==> config.mk <==
export PLATFORM = sky130hd
export DESIGN_NAME = triangle_raster_scanner_core
export DESIGN_NICKNAME = d
export VERILOG_FILES = /design/src/hw/rtl/trs_pkg.sv /design/src/hw/rtl/trs_cfg_regs.sv /design/src/hw/rtl/trs_scan_ctr.sv /design/src/hw/rtl/trs_area_mul.sv /design/src/hw/rtl/trs_classify.sv /design/src/hw/rtl/triangle_raster_scanner_core.sv
export SDC_FILE = /design/constraint.sdc
export NUM_CORES = 2
export LEC_CHECK = 0
export BUFFER_PORTS_ARGS = -buffer_cell sky130_fd_sc_hd__buf_2
export CORE_MARGIN = 2
export CORE_UTILIZATION = 65
export DETAILED_ROUTE_END_ITERATION = 10
export GPL_TIMING_DRIVEN = 0
export PLACE_DENSITY = 0.81
export SYNTH_ARGS = -nofsm -noshare
export SYNTH_HDL_FRONTEND = slang
export SYNTH_HIERARCHICAL = 1
export SYNTH_SLANG_ARGS = --single-unit
==> constraint.sdc <==
create_clock -name aclk -period 9.8 [get_ports aclk]
set_input_delay 1.96 -clock aclk [delete_from_list [all_inputs] [get_ports aclk]]
set_output_delay 1.96 -clock aclk [all_outputs]
set_load 0.05 [all_outputs]
==> src/hw/rtl/trs_pkg.sv <==
// ---------------------------------------------------------------------------
// trs_pkg
// Shared constants, codes and types of the triangle raster scanner.
// ---------------------------------------------------------------------------
package trs_pkg;

    localparam int GRID_HALF_WIDTH = 40;
    localparam int GRID_TOP        = 25;
    localparam int COORD_BITS      = 10;

    localparam int X_W     = 7;
    localparam int Y_W     = 6;
    localparam int CLASS_W = 2;

    // signed difference of two coordinates, product of two differences,
    // difference of two products, sum of three absolute areas
    localparam int DIFF_W = COORD_BITS + 1;
    localparam int PROD_W = 2 * DIFF_W;
    localparam int AREA_W = PROD_W + 1;
    localparam int SUM_W  = AREA_W + 2;

    localparam int CFG_IDX_W  = 3;
    localparam int S_TDATA_W  = 8;
    localparam int M_TDATA_W  = 16;
    localparam int M_TDATA_PAD = M_TDATA_W - (CLASS_W + X_W + Y_W);

    typedef enum logic [CLASS_W-1:0] {
        CLASS_BLANK  = 2'd0,
        CLASS_INSIDE = 2'd1,
        CLASS_VAXIS  = 2'd2,
        CLASS_HAXIS  = 2'd3
    } pixel_class_t;

    typedef enum logic [CFG_IDX_W-1:0] {
        REG_VA_X = 3'd0,
        REG_VA_Y = 3'd1,
        REG_VB_X = 3'd2,
        REG_VB_Y = 3'd3,
        REG_VC_X = 3'd4,
        REG_VC_Y = 3'd5
    } cfg_reg_t;

    typedef struct packed {
        logic signed [COORD_BITS-1:0] ax;
        logic signed [COORD_BITS-1:0] ay;
        logic signed [COORD_BITS-1:0] bx;
        logic signed [COORD_BITS-1:0] by;
        logic signed [COORD_BITS-1:0] cx;
        logic signed [COORD_BITS-1:0] cy;
    } vertices_t;

    typedef struct packed {
        logic signed [X_W-1:0] x;
        logic signed [Y_W-1:0] y;
        logic                  row_end;
        logic                  frame_end;
    } pixel_t;

    typedef struct packed {
        logic signed [PROD_W-1:0] abc_p;
        logic signed [PROD_W-1:0] abc_n;
        logic signed [PROD_W-1:0] abp_p;
        logic signed [PROD_W-1:0] abp_n;
        logic signed [PROD_W-1:0] acp_p;
        logic signed [PROD_W-1:0] acp_n;
        logic signed [PROD_W-1:0] bcp_p;
        logic signed [PROD_W-1:0] bcp_n;
    } products_t;

endpackage

==> src/hw/rtl/trs_cfg_regs.sv <==
// ---------------------------------------------------------------------------
// trs_cfg_regs
// Vertex coordinate registers behind the plain write port.
// ---------------------------------------------------------------------------
module trs_cfg_regs (
    input  logic                                aclk,
    input  logic                                aresetn,
    input  logic                                cfg_we,
    input  logic [trs_pkg::CFG_IDX_W-1:0]       cfg_index,
    input  logic [trs_pkg::COORD_BITS-1:0]      cfg_wdata,
    output trs_pkg::vertices_t                  verts
);

    trs_pkg::vertices_t verts_reg;
    trs_pkg::vertices_t verts_next;

    always_comb begin
        verts_next = verts_reg;
        if (cfg_we) begin
            unique case (trs_pkg::cfg_reg_t'(cfg_index))
                trs_pkg::REG_VA_X: verts_next.ax = cfg_wdata;
                trs_pkg::REG_VA_Y: verts_next.ay = cfg_wdata;
                trs_pkg::REG_VB_X: verts_next.bx = cfg_wdata;
                trs_pkg::REG_VB_Y: verts_next.by = cfg_wdata;
                trs_pkg::REG_VC_X: verts_next.cx = cfg_wdata;
                trs_pkg::REG_VC_Y: verts_next.cy = cfg_wdata;
                default:           verts_next = verts_reg;
            endcase
        end
    end

    always_ff @(posedge aclk) begin
        if (!aresetn) begin
            verts_reg <= '0;
        end else begin
            verts_reg <= verts_next;
        end
    end

    assign verts = verts_reg;

endmodule

==> src/hw/rtl/trs_scan_ctr.sv <==
// ---------------------------------------------------------------------------
// trs_scan_ctr
// Row/column scan position with row-end and frame-end marks.
// ---------------------------------------------------------------------------
module trs_scan_ctr (
    input  logic            aclk,
    input  logic            aresetn,
    input  logic            advance,
    input  logic            restart,
    output trs_pkg::pixel_t pixel
);

    localparam logic signed [trs_pkg::X_W-1:0] COL_FIRST =
        trs_pkg::X_W'(-trs_pkg::GRID_HALF_WIDTH);
    localparam logic signed [trs_pkg::X_W-1:0] COL_LAST =
        trs_pkg::X_W'(trs_pkg::GRID_HALF_WIDTH - 1);
    localparam logic signed [trs_pkg::Y_W-1:0] ROW_FIRST =
        trs_pkg::Y_W'(trs_pkg::GRID_TOP);
    localparam logic signed [trs_pkg::Y_W-1:0] ROW_LAST =
        trs_pkg::Y_W'(1 - trs_pkg::GRID_TOP);

    logic signed [trs_pkg::X_W-1:0] col_reg;
    logic signed [trs_pkg::X_W-1:0] col_next;
    logic signed [trs_pkg::Y_W-1:0] row_reg;
    logic signed [trs_pkg::Y_W-1:0] row_next;

    always_comb begin
        pixel.x         = restart ? COL_FIRST : col_reg;
        pixel.y         = restart ? ROW_FIRST : row_reg;
        pixel.row_end   = (pixel.x == COL_LAST);
        pixel.frame_end = pixel.row_end && (pixel.y == ROW_LAST);

        col_next = col_reg;
        row_next = row_reg;
        if (advance) begin
            if (pixel.row_end) begin
                col_next = COL_FIRST;
                row_next = pixel.frame_end ? ROW_FIRST : pixel.y - trs_pkg::Y_W'(1);
            end else begin
                col_next = pixel.x + trs_pkg::X_W'(1);
                row_next = pixel.y;
            end
        end
    end

    always_ff @(posedge aclk) begin
        if (!aresetn) begin
            col_reg <= COL_FIRST;
            row_reg <= ROW_FIRST;
        end else begin
            col_reg <= col_next;
            row_reg <= row_next;
        end
    end

endmodule

==> src/hw/rtl/trs_area_mul.sv <==
// ---------------------------------------------------------------------------
// trs_area_mul
// First pipeline stage: edge differences and the eight cross products.
// ---------------------------------------------------------------------------
module trs_area_mul (
    input  logic                aclk,
    input  logic                aresetn,
    input  logic                in_valid,
    output logic                in_ready,
    input  trs_pkg::vertices_t  verts,
    input  trs_pkg::pixel_t     pixel,
    output logic                out_valid,
    input  logic                out_ready,
    output trs_pkg::pixel_t     out_pixel,
    output trs_pkg::products_t  out_prods
);

    localparam int DW = trs_pkg::DIFF_W;
    localparam int PW = trs_pkg::PROD_W;

    logic                valid_reg;
    logic                valid_next;
    trs_pkg::pixel_t     pixel_reg;
    trs_pkg::products_t  prods_reg;
    trs_pkg::products_t  prods_next;

    logic signed [DW-1:0] ax, ay, bx, by, cx, cy, px, py;
    logic signed [DW-1:0] d_bax, d_bay, d_cax, d_cay;
    logic signed [DW-1:0] d_pax, d_pay, d_pbx, d_pby, d_cbx, d_cby;

    assign in_ready = !valid_reg || out_ready;

    always_comb begin
        ax = DW'(verts.ax);
        ay = DW'(verts.ay);
        bx = DW'(verts.bx);
        by = DW'(verts.by);
        cx = DW'(verts.cx);
        cy = DW'(verts.cy);
        px = DW'(pixel.x);
        py = DW'(pixel.y);

        d_bax = bx - ax;
        d_bay = by - ay;
        d_cax = cx - ax;
        d_cay = cy - ay;
        d_pax = px - ax;
        d_pay = py - ay;
        d_pbx = px - bx;
        d_pby = py - by;
        d_cbx = cx - bx;
        d_cby = cy - by;

        prods_next.abc_p = PW'(d_bax) * PW'(d_cay);
        prods_next.abc_n = PW'(d_cax) * PW'(d_bay);
        prods_next.abp_p = PW'(d_bax) * PW'(d_pay);
        prods_next.abp_n = PW'(d_pax) * PW'(d_bay);
        prods_next.acp_p = PW'(d_cax) * PW'(d_pay);
        prods_next.acp_n = PW'(d_pax) * PW'(d_cay);
        prods_next.bcp_p = PW'(d_cbx) * PW'(d_pby);
        prods_next.bcp_n = PW'(d_pbx) * PW'(d_cby);

        valid_next = in_ready ? in_valid : valid_reg;
    end

    always_ff @(posedge aclk) begin
        if (!aresetn) begin
            valid_reg <= 1'b0;
        end else begin
            valid_reg <= valid_next;
        end
    end

    always_ff @(posedge aclk) begin
        if (in_ready && in_valid) begin
            pixel_reg <= pixel;
            prods_reg <= prods_next;
        end
    end

    assign out_valid = valid_reg;
    assign out_pixel = pixel_reg;
    assign out_prods = prods_reg;

endmodule

==> src/hw/rtl/trs_classify.sv <==
// ---------------------------------------------------------------------------
// trs_classify
// Second pipeline stage: absolute areas, area-sum test, pixel class and
// the output register of the result stream.
// ---------------------------------------------------------------------------
module trs_classify (
    input  logic                                aclk,
    input  logic                                aresetn,
    input  logic                                in_valid,
    output logic                                in_ready,
    input  trs_pkg::pixel_t                     pixel,
    input  trs_pkg::products_t                  prods,
    output logic                                m_tvalid,
    input  logic                                m_tready,
    output logic [trs_pkg::M_TDATA_W-1:0]       m_tdata,
    output logic                                m_tlast,
    output logic                                m_tuser
);

    localparam int AW = trs_pkg::AREA_W;
    localparam int SW = trs_pkg::SUM_W;

    function automatic logic [AW-1:0] area_abs(
        input logic signed [trs_pkg::PROD_W-1:0] p,
        input logic signed [trs_pkg::PROD_W-1:0] n
    );
        logic signed [AW-1:0] d;
        d = AW'(p) - AW'(n);
        return d[AW-1] ? AW'(-d) : AW'(d);
    endfunction

    logic                           valid_reg;
    logic                           valid_next;
    logic [trs_pkg::M_TDATA_W-1:0]  tdata_reg;
    logic [trs_pkg::M_TDATA_W-1:0]  tdata_next;
    logic                           tlast_reg;
    logic                           tuser_reg;

    logic [SW-1:0]                  area_abc;
    logic [SW-1:0]                  area_sum;
    trs_pkg::pixel_class_t          pix_class;

    assign in_ready = !valid_reg || m_tready;

    always_comb begin
        area_abc = SW'(area_abs(prods.abc_p, prods.abc_n));
        area_sum = SW'(area_abs(prods.abp_p, prods.abp_n))
                 + SW'(area_abs(prods.acp_p, prods.acp_n))
                 + SW'(area_abs(prods.bcp_p, prods.bcp_n));

        if (area_abc == area_sum) begin
            pix_class = trs_pkg::CLASS_INSIDE;
        end else if (pixel.x == '0) begin
            pix_class = trs_pkg::CLASS_VAXIS;
        end else if (pixel.y == '0) begin
            pix_class = trs_pkg::CLASS_HAXIS;
        end else begin
            pix_class = trs_pkg::CLASS_BLANK;
        end

        tdata_next = {{trs_pkg::M_TDATA_PAD{1'b0}}, pixel.y, pixel.x, pix_class};
        valid_next = in_ready ? in_valid : valid_reg;
    end

    always_ff @(posedge aclk) begin
        if (!aresetn) begin
            valid_reg <= 1'b0;
        end else begin
            valid_reg <= valid_next;
        end
    end

    always_ff @(posedge aclk) begin
        if (in_ready && in_valid) begin
            tdata_reg <= tdata_next;
            tlast_reg <= pixel.row_end;
            tuser_reg <= pixel.frame_end;
        end
    end

    assign m_tvalid = valid_reg;
    assign m_tdata  = tdata_reg;
    assign m_tlast  = tlast_reg;
    assign m_tuser  = tuser_reg;

endmodule

==> src/hw/rtl/triangle_raster_scanner_core.sv <==
// ---------------------------------------------------------------------------
// triangle_raster_scanner_core
// Raster scan of an 80 x 50 grid with a point-in-triangle area-sum test.
// ---------------------------------------------------------------------------
// Each request on the s_ stream makes one pixel on the m_ stream. Bit 0 of
// s_tdata restarts the scan at the top-left pixel before that pixel is made.
// Rows run from 25 down to -24, columns from -40 to 39; the scan wraps
// after the last pixel. m_tlast marks the last pixel of a row, m_tuser the
// last pixel of the frame.
// The triangle vertices are written through cfg_we/cfg_index/cfg_wdata while
// the stream is idle; indexes above 5 are ignored.
// From an accepted request to m_tvalid there are two register stages: one
// for the cross products, one for the area compare and output.
// Throughput is one pixel per cycle while m_tready is high; the product
// multipliers set the stage depth. When m_tready is low the two stages fill
// and s_tready drops after at most two further requests; nothing is lost.
// Reset clears the vertices to 0, empties both stages and puts the scan at
// the top-left pixel; s_tready is low during reset.
// ---------------------------------------------------------------------------
module triangle_raster_scanner_core (
    input  logic                                aclk,
    input  logic                                aresetn,
    input  logic                                cfg_we,
    input  logic [trs_pkg::CFG_IDX_W-1:0]       cfg_index,
    input  logic [trs_pkg::COORD_BITS-1:0]      cfg_wdata,
    input  logic                                s_tvalid,
    output logic                                s_tready,
    input  logic [trs_pkg::S_TDATA_W-1:0]       s_tdata,   // [0] restart
    output logic                                m_tvalid,
    input  logic                                m_tready,
    output logic [trs_pkg::M_TDATA_W-1:0]       m_tdata,   // [1:0] pixel_class,
                                                           // [8:2] pixel_x,
                                                           // [14:9] pixel_y
    output logic                                m_tlast,   // row_end
    output logic                                m_tuser    // frame_end
);

    trs_pkg::vertices_t  verts;
    trs_pkg::pixel_t     scan_pixel;
    trs_pkg::pixel_t     mul_pixel;
    trs_pkg::products_t  mul_prods;
    logic                mul_in_ready;
    logic                mul_valid;
    logic                cls_ready;
    logic                s_accept;

    assign s_tready = aresetn && mul_in_ready;
    assign s_accept = s_tvalid && s_tready;

    trs_cfg_regs u_cfg_regs (
        .aclk      (aclk),
        .aresetn   (aresetn),
        .cfg_we    (cfg_we),
        .cfg_index (cfg_index),
        .cfg_wdata (cfg_wdata),
        .verts     (verts)
    );

    trs_scan_ctr u_scan_ctr (
        .aclk    (aclk),
        .aresetn (aresetn),
        .advance (s_accept),
        .restart (s_tdata[0]),
        .pixel   (scan_pixel)
    );

    trs_area_mul u_area_mul (
        .aclk      (aclk),
        .aresetn   (aresetn),
        .in_valid  (s_tvalid && aresetn),
        .in_ready  (mul_in_ready),
        .verts     (verts),
        .pixel     (scan_pixel),
        .out_valid (mul_valid),
        .out_ready (cls_ready),
        .out_pixel (mul_pixel),
        .out_prods (mul_prods)
    );

    trs_classify u_classify (
        .aclk     (aclk),
        .aresetn  (aresetn),
        .in_valid (mul_valid),
        .in_ready (cls_ready),
        .pixel    (mul_pixel),
        .prods    (mul_prods),
        .m_tvalid (m_tvalid),
        .m_tready (m_tready),
        .m_tdata  (m_tdata),
        .m_tlast  (m_tlast),
        .m_tuser  (m_tuser)
    );

endmodule

==> summary.txt <==
Violated checks: capacitance limit, slew limit
Core area: 0.0903 sq mm
GPL Wtd Cong: 1.02
1st-iter DRT viols: 4353
Post-Syn Area: 0.0594 sq mm
Main combinational cell family by area after synthesis: adder cells
H-Tree Depth: 2
Type of the tightest min-delay check: reg2reg
Vias: 46.8k
Family with the most delay on the worst path: adder cells
Status: finished, violations left
Yosys warns: 6
Final core occ: 69.7%
Reg2reg start: u_cfg_regs/verts[0]
Area delta synth->final: 5.96%
Relative slew margins: -4.92%
Largest net degree at the start of global routing: 78
Sequential area share after synthesis: 13.1%
Worst hold stages: 0
Clk slew on worst S/H paths: 0.06 ns
Simple-Gate Fraction of Synth Area: 14.8%
CP peak stage delay: 0.88 ns
Worst-Margin Slew: 1.57 ns
Count of boundary I/O pins: 46
Most frequent CP cell: inv_1
First-pass GRT wire length: 269 mm
Total Wirelength: 174 mm
Asr flop ratio synth: 0%
Die extent in y: 306 microns
Synth Register Bits: 283
Root buffer cell: clkbuf_16
Gate Count Post-Synth: 6595
GR Overflow Total: 0
Setup Viol. Count Final: 0
Die W: 306 microns
Setup crit end kind: flip-flop
DRC: 0
Max cap viols: 4
Tcrit/Tclk final: 99.0%
DR WL/cell: 22.1 microns
XOR/XNOR Fraction of Synth Area: 6.83%
I/O Buffers: 37
Skew-Pair Late Insertion Delay: 0.59 ns
Initial core utilization: 65.7%
Hold buffers post-CTS: 0
Netlist cell types: 104
Post-synth EDFFs: 208
Vias in the first global route: 47.9k
Crit path time final: 9.70 ns
Crit path arrival time: 10.04 ns
Crit path max fanout: 10
Fillers: 7142
Initial antenna violation count: 12
Clock skew: 0.0365 ns
CTS max path bufs: 3
Num CTS Buffers: 35
Post-Synth Adder-Cell Area: 45.3%
Total track usage: 38.0%
Setup repair after global routing missed its margin: true
Drt pass-1 iters: 6
CTS tree: yes
Layout cells sized above 1: 4.78%
Min-delay src: u_area_mul/out_pixel[0]
Final Hold Violating Endpoints: 0
Max FFs per register: 176
Syn_nets: 8187
Final #Nets: 8281
Hold endpoint: u_classify/m_tuser
Reg-to-reg endpoint: u_area_mul/out_prods[175]
# rows: 110
Setup CP Type: in2reg
# clock sinks: 283
Routed vias/inst: 5.93
Req. time, crit path: 10.14 ns
Worst Hold Slack: 0.423 ns
Commonest non-fill, non-tap cells in the layout: inv_1 (1331), fa_1 (972), nor2_1 (637)
R2r setup slk: 0.48 ns
Slowest CP cell: xor2_1
Post-DP HPWL: 148 mm
Commonest non-fill, non-tap cell in the layout: inv_1
Worst Path Buf+Inv: 8
Complex-gate fraction of the synthesized area: 8.92%
Top FF cell, synth: edfxtp_1
Max Fclk: 103 MHz
Post-synthesis mux area share: 1.45%
Syn_area_per_cell: 9.00 sq um
Final Max Slew Viols: 31
Cells on worst reg2reg path: 27
Residual antenna-violating net count after detailed routing: 0
CP startpoint kind: input port
Die area: 0.0938 sq mm
## worst max-delay path by stage
stage	startpoint	end	cells after the start
after global routing	s_tdata[0]	u_area_mul/out_prods[87]	32
after CTS	s_tdata[0]	u_area_mul/out_prods[109]	33
after floorplan	s_tdata[0]	u_area_mul/out_prods[87]	31
after global placement	s_tdata[0]	u_area_mul/out_prods[109]	32
after detailed placement	s_tdata[0]	u_area_mul/out_prods[109]	32
final	s_tdata[0]	u_area_mul/out_prods[65]	32
## synthesized netlist by cell type (44+ instances only)
master	n	area, sq um
o21ai_0	158	791
inv_1	1333	5000
a21o_1	72	541
clkbuf_1	129	484
nor2_1	641	2410
nand2b_1	99	619
fa_1	974	19500
nor3_1	78	390
a21oi_1	213	1070
and2_1	99	619
dfxtp_1	75	1500
nor2b_1	94	588
edfxtp_1	208	6250
nand3_1	68	340
xnor2_1	327	2860
mux2i_1	80	801
xor2_1	126	1100
ha_1	592	7410
nand2_1	604	2270
or2_2	44	275
## through the flow
| stage | setup slack [ns] | TNS, ns | instance area, sq um | instances |
|---|---|---|---|---|
| 2_1_floorplan | 0.742 | 0 | 59400 | 6595 |
| 3_3_place_gp | -1.88 | -30.62 | 61000 | 7808 |
| 3_5_place_dp | -1.96 | -36.01 | 61100 | 7812 |
| 4_1_cts | -0.0150 | -0.0150 | 62600 | 7879 |
| 5_1_grt | -0.114 | -0.321 | 62900 | 7891 |
| 6_report | 0.0994 | 0 | 62900 | 7896 |
## metal layers
layer	share of wire, %	global-route usage [%]	vias up
met1	38	49.1	23200
met4	6.4	21.0	6
li1	-	-	21100
met2	44	58.1	2082
met3	12	10.7	459
met5	0.025	0	-
## logic make-up after synthesis
family,after synthesis
AOI/OAI and AO/OA,799
xor gates and xnor gates,457
adders and majority gates,1566
buffers and inverters,1503
DFF,283
muxes,85
other,1
and+or+nand+nor,1901
## what timing repair did
item,4_1_cts,5_1_grt
buffers inserted,4,12
resized for setup,44,42
setup endpoints to repair,26,27
gates cloned,0,0
pin swaps,4,8
## area by class of cell
cell class | count | area, sq um | share of cell area, %
plain buffers | 169 | 738 | 1.17
clock inverters | 24 | 333 | 0.529
repair buffers | 58 | 407 | 0.647
diodes | 5 | 12.5 | 0.0199
well taps | 1176 | 1470 | 2.34
clock buffers | 39 | 933 | 1.48
flip-flops and latches | 283 | 7750 | 12.3
inverters | 1333 | 5000 | 7.96
multi-input cells | 4809 | 46300 | 73.5
Power is not shown: default switching activity piles up to over one toggle a cycle in this logic, so the estimate is an artifact.
